## src/sv/assert_macros.svh

```systemverilog
// ----------------------------------------------------------------------------
// assert_macros.svh
// Concurrent assertion shorthands clocked on clk_i, disabled in reset.
// ----------------------------------------------------------------------------
`ifndef ASSERT_MACROS_SVH
`define ASSERT_MACROS_SVH

`ifndef NO_ASSERTIONS
`define ASSERT_CLK(lbl, prop) \
  lbl: assert property (@(posedge clk_i) disable iff (!rst_ni) prop) \
    else $error("assertion failed");
`define ASSERT_NEVER(lbl, prop) \
  lbl: assert property (@(posedge clk_i) disable iff (!rst_ni) !(prop)) \
    else $error("forbidden condition seen");
`else
`define ASSERT_CLK(lbl, prop)
`define ASSERT_NEVER(lbl, prop)
`endif

`endif

```

## src/sv/lurg_pkg.sv

```systemverilog
// ----------------------------------------------------------------------------
// lurg_pkg
// Shared constants and controller command type for the uniform range
// generator.
// ----------------------------------------------------------------------------
package lurg_pkg;

  localparam logic [31:0] SeedMult = 32'd69069;
  localparam logic [31:0] SeedZero = 32'd259341593;
  localparam logic [31:0] SignBias = 32'h8000_0000;

  localparam logic ReqSigned   = 1'b0;
  localparam logic ReqUnsigned = 1'b1;

  // step commands from the controller to the datapath; load and fin are
  // both high when a new beat is taken in the finish cycle
  typedef struct packed {
    logic load;  // capture request beat
    logic adv;   // advance seed, update stream, form range width
    logic mul;   // width times fraction mantissa
    logic fin;   // finish result into output register
  } ctl_cmd_t;

endpackage

```

## src/sv/lurg_ctrl.sv

```systemverilog
// ----------------------------------------------------------------------------
// lurg_ctrl
// Sequencer for one request: seed step, multiply step, finish step, and the
// output register valid flag.
// ----------------------------------------------------------------------------
`include "assert_macros.svh"

module lurg_ctrl (
  input  logic              clk_i,
  input  logic              rst_ni,
  input  logic              in_valid_i,
  output logic              in_stall_o,
  output logic              out_valid_o,
  input  logic              out_stall_i,
  output lurg_pkg::ctl_cmd_t cmd_o
);

  localparam logic [1:0] StIdle = 2'd0;
  localparam logic [1:0] StSeed = 2'd1;
  localparam logic [1:0] StMul  = 2'd2;
  localparam logic [1:0] StFin  = 2'd3;

  logic [1:0] state_q, state_d;
  logic       out_valid_q, out_valid_d;
  logic       out_free, fin_go, in_accept;

  assign out_free   = !out_valid_q || !out_stall_i;
  assign fin_go     = (state_q == StFin) && out_free;
  assign in_stall_o = !((state_q == StIdle) || fin_go);
  assign in_accept  = in_valid_i && !in_stall_o;

  always_comb begin
    state_d = state_q;
    unique case (state_q)
      StIdle: begin
        if (in_accept) state_d = StSeed;
      end
      StSeed: state_d = StMul;
      StMul:  state_d = StFin;
      StFin: begin
        if (fin_go) state_d = in_accept ? StSeed : StIdle;
      end
      default: state_d = StIdle;
    endcase
  end

  assign out_valid_d = fin_go || (out_valid_q && out_stall_i);

  always_ff @(posedge clk_i or negedge rst_ni) begin
    if (!rst_ni) begin
      state_q     <= StIdle;
      out_valid_q <= 1'b0;
    end else begin
      state_q     <= state_d;
      out_valid_q <= out_valid_d;
    end
  end

  assign cmd_o.load = in_accept;
  assign cmd_o.adv  = (state_q == StSeed);
  assign cmd_o.mul  = (state_q == StMul);
  assign cmd_o.fin  = fin_go;
  assign out_valid_o = out_valid_q;

  `ASSERT_CLK(a_accept_starts_seed, in_accept |=> state_q == StSeed)
  `ASSERT_CLK(a_seed_then_mul, state_q == StSeed |=> state_q == StMul)
  `ASSERT_CLK(a_fin_fills_output, fin_go |=> out_valid_q)
  `ASSERT_NEVER(a_no_accept_mid_work, in_accept && (state_q == StSeed || state_q == StMul))
  `ASSERT_NEVER(a_fin_blocked_drops, out_valid_q && out_stall_i && fin_go)

endmodule

```

## src/sv/lurg_dpath.sv

```systemverilog
// ----------------------------------------------------------------------------
// lurg_dpath
// Request registers, stream seeds, LCG step, range scaling multiply,
// truncate and clamp, output payload register.
// ----------------------------------------------------------------------------
module lurg_dpath (
  input  logic               clk_i,
  input  logic               rst_ni,
  input  lurg_pkg::ctl_cmd_t cmd_i,
  input  logic               req_type_i,
  input  logic [31:0]        range_low_i,
  input  logic [31:0]        range_high_i,
  input  logic               seed_given_i,
  input  logic signed [31:0] seed_in_i,
  output logic [31:0]        rand_value_o,
  output logic signed [31:0] seed_out_o
);

  // stream seeds
  logic [31:0] sstream_q, ustream_q;

  // request registers; bounds are kept in the signed (biased) domain
  logic               type_q, given_q, empty_q;
  logic signed [31:0] lo_q, hi_q;
  logic [31:0]        seed_q;
  logic [32:0]        d_q;
  logic [55:0]        t_q;
  logic [31:0]        rand_value_q, seed_out_q;

  // accept-side bound selection
  logic        swap;
  logic [31:0] lo_sel, hi_sel;

  always_comb begin
    swap   = range_low_i > range_high_i;
    lo_sel = range_low_i;
    hi_sel = range_high_i;
    if (req_type_i == lurg_pkg::ReqUnsigned) begin
      lo_sel = (swap ? range_high_i : range_low_i) ^ lurg_pkg::SignBias;
      hi_sel = (swap ? range_low_i : range_high_i) ^ lurg_pkg::SignBias;
    end
  end

  // seed step
  logic [31:0]        seed_base, seed_adv, seed_new;
  logic               empty;
  logic signed [33:0] width;

  assign seed_base = (seed_q == 32'd0) ? lurg_pkg::SeedZero : seed_q;
  assign seed_adv  = seed_base * lurg_pkg::SeedMult + 32'd1;
  assign empty     = lo_q >= hi_q;
  assign seed_new  = empty ? seed_q : seed_adv;
  assign width     = 34'(hi_q) - 34'(lo_q) + 34'sd1;

  // finish step: h = D*(m+1) + floor(D*m / 2^23), q = floor(h / 2^23)
  logic [56:0]        h;
  logic [33:0]        q;
  logic               exact;
  logic signed [35:0] lo_ext, hi_ext, whole, trunc_v, clamp_v;
  logic [31:0]        value;

  always_comb begin
    h       = 57'(t_q) + 57'(d_q) + 57'(t_q[55:23]);
    q       = h[56:23];
    exact   = (h[22:0] | t_q[22:0]) == 23'd0;
    lo_ext  = 36'(lo_q);
    hi_ext  = 36'(hi_q);
    whole   = lo_ext + signed'({2'b00, q});
    // negative value with no fraction steps down by one
    trunc_v = (whole < 36'sd0 && exact) ? whole - 36'sd1 : whole;
    clamp_v = trunc_v;
    if (trunc_v < lo_ext) clamp_v = lo_ext;
    if (trunc_v > hi_ext) clamp_v = hi_ext;
    value   = empty_q ? lo_q : clamp_v[31:0];
    if (type_q == lurg_pkg::ReqUnsigned) value = value ^ lurg_pkg::SignBias;
  end

  always_ff @(posedge clk_i or negedge rst_ni) begin
    if (!rst_ni) begin
      sstream_q <= '0;
      ustream_q <= '0;
    end else if (cmd_i.adv) begin
      if (type_q == lurg_pkg::ReqUnsigned) begin
        ustream_q <= seed_new;
      end else if (!given_q) begin
        sstream_q <= seed_new;
      end
    end
  end

  always_ff @(posedge clk_i) begin
    if (cmd_i.load) begin
      type_q  <= req_type_i;
      given_q <= seed_given_i;
      lo_q    <= signed'(lo_sel);
      hi_q    <= signed'(hi_sel);
      if (seed_given_i) begin
        seed_q <= seed_in_i;
      end else begin
        seed_q <= (req_type_i == lurg_pkg::ReqUnsigned) ? ustream_q : sstream_q;
      end
    end
    if (cmd_i.adv) begin
      seed_q  <= seed_new;
      empty_q <= empty;
      d_q     <= width[32:0];
    end
    if (cmd_i.mul) begin
      t_q <= 56'(d_q) * 56'(seed_q[31:9]);
    end
    if (cmd_i.fin) begin
      rand_value_q <= value;
      seed_out_q   <= seed_q;
    end
  end

  assign rand_value_o = rand_value_q;
  assign seed_out_o   = signed'(seed_out_q);

endmodule

```

## src/sv/lcg_uniform_range_generator.sv

```systemverilog
// ----------------------------------------------------------------------------
// lcg_uniform_range_generator
// Uniform integer in [low, high] from a 69069 LCG seed, signed or unsigned
// range, with two stored seed streams.
// ----------------------------------------------------------------------------
//  channel | handshake               | payload
//  in      | in_valid_i / in_stall_o | req_type, range_low, range_high,
//          |                         | seed_given, seed_in
//  out     | out_valid_o/out_stall_i | rand_value, seed_out
//
// A request passes through three steps: seed step (32x17 multiply), width times
// mantissa (33x23 multiply), then add, truncate and clamp into the output
// register. The next request can be taken in the finish step, but none is
// taken in the seed or multiply step. A stalled output holds its beat and
// blocks the finish step. Reset clears both streams.
// ----------------------------------------------------------------------------
module lcg_uniform_range_generator (
  input  logic               clk_i,
  input  logic               rst_ni,
  input  logic               in_valid_i,
  output logic               in_stall_o,
  input  logic               req_type_i,
  input  logic [31:0]        range_low_i,
  input  logic [31:0]        range_high_i,
  input  logic               seed_given_i,
  input  logic signed [31:0] seed_in_i,
  output logic               out_valid_o,
  input  logic               out_stall_i,
  output logic [31:0]        rand_value_o,
  output logic signed [31:0] seed_out_o
);

  lurg_pkg::ctl_cmd_t cmd;

  lurg_ctrl u_ctrl (
    .clk_i       (clk_i),
    .rst_ni      (rst_ni),
    .in_valid_i  (in_valid_i),
    .in_stall_o  (in_stall_o),
    .out_valid_o (out_valid_o),
    .out_stall_i (out_stall_i),
    .cmd_o       (cmd)
  );

  lurg_dpath u_dpath (
    .clk_i        (clk_i),
    .rst_ni       (rst_ni),
    .cmd_i        (cmd),
    .req_type_i   (req_type_i),
    .range_low_i  (range_low_i),
    .range_high_i (range_high_i),
    .seed_given_i (seed_given_i),
    .seed_in_i    (seed_in_i),
    .rand_value_o (rand_value_o),
    .seed_out_o   (seed_out_o)
  );

endmodule
```

## config.mk

```make
export PLATFORM = sky130hd
export DESIGN_NAME = lcg_uniform_range_generator
export DESIGN_NICKNAME = d
export VERILOG_FILES = /design/src/sv/lurg_pkg.sv /design/src/sv/lurg_ctrl.sv /design/src/sv/lurg_dpath.sv /design/src/sv/lcg_uniform_range_generator.sv
export VERILOG_INCLUDE_DIRS = /design/src /design/src/sv
export SDC_FILE = /design/constraint.sdc
export NUM_CORES = 2
export LEC_CHECK = 0
export ABC_AREA = 1
export BUFFER_PORTS_ARGS = -buffer_cell sky130_fd_sc_hd__buf_2
export CAP_MARGIN = 10
export CORE_MARGIN = 2
export CORE_UTILIZATION = 45
export CTS_BUF_LIST = sky130_fd_sc_hd__clkbuf_16
export CTS_CLUSTER_DIAMETER = 120
export CTS_CLUSTER_SIZE = 25
export DETAILED_ROUTE_END_ITERATION = 10
export GPL_TIMING_DRIVEN = 0
export PLACE_DENSITY = 0.72
export SLEW_MARGIN = 20
export SYNTH_ARGS = -nofsm -noshare
export SYNTH_HDL_FRONTEND = slang
export SYNTH_HIERARCHICAL = 1
export SYNTH_SLANG_ARGS = --single-unit
```

## constraint.sdc

```tcl
create_clock -name clk_i -period 18.3 [get_ports clk_i]
set_clock_uncertainty 0.15 [all_clocks]
set_input_delay 5.49 -clock clk_i [delete_from_list [all_inputs] [get_ports clk_i]]
set_output_delay 5.49 -clock clk_i [all_outputs]
set_load 0.02 [all_outputs]
```

==> results.txt <==
Max Cap Viol: 0
Slew Limit Fails: 0
post-synthesis xor/xnor area fraction: 0.0359
Routed WL per cell: 21.9 microns
critical path's slowest cell: clkbuf_1
initial core utilization: 0.455
Worst Reg-to-Reg Cells: 61
NumNets Final: 8491
clk sinks: 319
Achievable Freq: 78.7 MHz
chip height: 356 microns
number of fill cells in the layout: 11800
first-pass GRT wire length: 286 mm
FP Rows: 128
Setup crit start kind: flip-flop
WL final: 188 mm
CP top delay family: simple AND/OR/NAND/NOR gates
Worst path depth: 61
drt first pass iters: 6
CTS Root Cell: clkbuf_16
arrival time at the worst endpoint: 12.75 ns
initial antenna violation count: 10
worst skew pair latency: 0.59 ns
Die Wd: 356 microns
Hold WC Path Type: reg -> reg
Post-CTS Hold Fix Bufs: 0
Synth Warn #: 6
Via Count: 47300
final setup violating endpoints: 0
Syn Area/Cell: 8.25 sq um
Syn Std Cell Area: 55600 sq um
GPL Wtd Cong: 1.03
worst reg2reg setup slack: 5.59 ns
crit end category: flip-flop
largest net degree at the start of global routing: 68
Die Footprint: 126000 sq um
Reg-to-Reg End: u_dpath/rand_value_o[14]
most common cell after layout, fill and taps aside: nand2_1
#FFs+latches synth: 319
multiplexer share of the synthesized area: 0.00216
post-synthesis simple-gate area fraction: 0.160
Max FO, Critical Path: 10
relative slew slack: 0.187
# IOs: 168
period utilization: 0.695
initial drt markers: 4564
outcome: finished, final reports clean
cell mode on critical path: inv_1
Final min period: 12.71 ns
gr ovfl total: 0
sequential share of the synthesized area: 0.166
Crit. Startpoint: u_dpath/d_q[0]
PortBufs: 167
layout cells sized above 1: 0.0386
most frequent cells in the layout: nand2_1 (1561), inv_1 (1509), fa_1 (830)
largest family of logic cells by synthesized area: adder cells
Synth Area in Compound Gates: 0.0778
count of cell types in the netlist: 64
vias in the first global route: 48400
Layout area overhead: 6.51%
H-tree depth: 1
crit path to: u_dpath/rand_value_o[14]
cts repair resizes: 0
clock-pin transition on the worst setup and hold timing paths: 0.11 ns
Setup TNS Final: 0 ns
Final Hold Fails: 0
Max clock buf depth: 3
antenna viol nets, final: 0
Total Routing Usage GR: 0.300
vias per cell: 5.51
CTS Buf Count: 19
Post-CTS Repair Setup Buffers: 0
Worst path max stage delay: 0.76 ns
final core occ: 0.485
CP bufs+invs: 16
Syn Nets: 8299
Synth Area in Adders: 0.439
Slew @ Worst Pin: 1.22 ns
critical path class: reg -> reg
CP Data Required Time: 18.34 ns
Core Box Area: 122000 sq um
Post-Syn Instances: 6745
dpl hpwl: 157 mm
Reg-to-Reg Start: u_dpath/d_q[0]
placed cell area: 58600 sq um
worst hold path depth: 0
Residual DRC: 0
CTS tree: built
design area: 59300 sq um
unrepaired setup endpoints after global routing: no
## area by class of cell
class                           instances  area (sq um)  share of cell area
Tap cell                             1625          2030              0.0343
Inverter                             1506          5650              0.0954
Timing Repair Buffer                  171           928              0.0157
Multi-Input combinational cell       4670         39800               0.671
Clock inverter                         15           139             0.00234
Clock buffer                           19           475             0.00802
Antenna cell                           11          27.5            0.000465
Sequential cell                       319          9240               0.156
Buffer                                250           991              0.0167
## logic make-up after synthesis
family | after synthesis
AO/OA/AOI/OAI | 787
XOR/XNOR | 227
adder cells (fa/ha/maj) | 1452
buffers and inverters | 1756
flip-flops | 319
multiplexers | 12
AND/OR/NAND/NOR | 2192
## registers in the layout, indices dropped and copies added (netlist names)
register and cells:
u_dpath/rand_value_o 32, u_dpath/lo_q 32, u_ctrl/out_valid_o 1, u_dpath/seed_out_o 32, u_dpath/ustream_q 32, u_dpath/type_q 1
u_dpath/hi_q 32, u_dpath/t_q 56, u_dpath/d_q 33, u_dpath/sstream_q 32, u_dpath/empty_q 1, u_dpath/seed_q 32
u_ctrl/state_q 2, u_dpath/given_q 1
## per-layer routing
metal / track usage / vias up / routed length (microns)
met1: 0.399 / 23400 / 75700
met3: 0.0542 / 464 / 18400
li1: - / 21200 / -
met4: 0.140 / 6 / 10300
met2: 0.475 / 2355 / 83900
met5: 0 / - / 39
## Yosys cell counts (all sizes together)
| library cell | instances | area share |
|---|---|---|
| a2111oi | 2 | 0.00031 |
| a211oi | 10 | 0.0013 |
| a21boi | 10 | 0.0014 |
| a21o | 13 | 0.0018 |
| a21oi | 325 | 0.029 |
| a221o | 1 | 0.00018 |
| a221oi | 2 | 0.00031 |
| a22oi | 7 | 0.0010 |
| a31oi | 24 | 0.0027 |
| a41oi | 1 | 0.00016 |
| and2 | 1 | 0.00011 |
| and3 | 4 | 0.00045 |
| buf | 20 | 0.0022 |
| clkbuf | 230 | 0.016 |
| clkinv | 2 | 0.00014 |
| dfrtp | 67 | 0.030 |
| edfxtp | 252 | 0.14 |
| fa | 830 | 0.30 |
| ha | 622 | 0.14 |
| inv | 1504 | 0.10 |
| mux2i | 12 | 0.0022 |
| nand2 | 1571 | 0.11 |
| nand3 | 189 | 0.017 |
| nand3b | 13 | 0.0018 |
| nand4 | 53 | 0.0060 |
| nor2 | 290 | 0.020 |
| nor3 | 31 | 0.0030 |
| nor3b | 1 | 0.00014 |
| nor4 | 17 | 0.0020 |
| nor4b | 1 | 0.00016 |
| o2111ai | 3 | 0.00047 |
| o211a | 2 | 0.00036 |
| o211ai | 25 | 0.0036 |
| o21a | 11 | 0.0015 |
| o21ai | 321 | 0.029 |
| o21bai | 14 | 0.0019 |
| o221ai | 10 | 0.0016 |
| o22ai | 1 | 0.00011 |
| o311ai | 1 | 0.00016 |
| o31ai | 4 | 0.00054 |
| or2 | 21 | 0.0024 |
| xnor2 | 81 | 0.013 |
| xor2 | 146 | 0.023 |
## worst min-delay path by stage
stage | startpoint | to | slack, ns
after detailed placement | u_dpath/seed_q[11] | u_dpath/seed_out_o[11] | 0.29
after CTS | u_dpath/seed_q[27] | u_dpath/seed_out_o[27] | 0.32
after global placement | u_dpath/seed_q[27] | u_dpath/seed_out_o[27] | 0.29
after global routing | u_dpath/seed_q[13] | u_dpath/seed_out_o[13] | 0.32
final | u_dpath/seed_q[27] | u_dpath/seed_out_o[27] | 0.32
after floorplan | u_dpath/seed_q[10] | u_dpath/seed_out_o[10] | 0.27
## per-stage QoR
step	setup WS [ns]	hold WS, ns	instances
floorplan	6.81	0.274	6745
global placement	6.10	0.286	8537
detailed placement	5.99	0.290	8540
CTS	5.91	0.316	8574
global route	4.66	0.323	8578
finish	5.59	0.316	8586
Power is not shown: default switching activity piles up to over one toggle a cycle in this logic, so the estimate is an artifact.
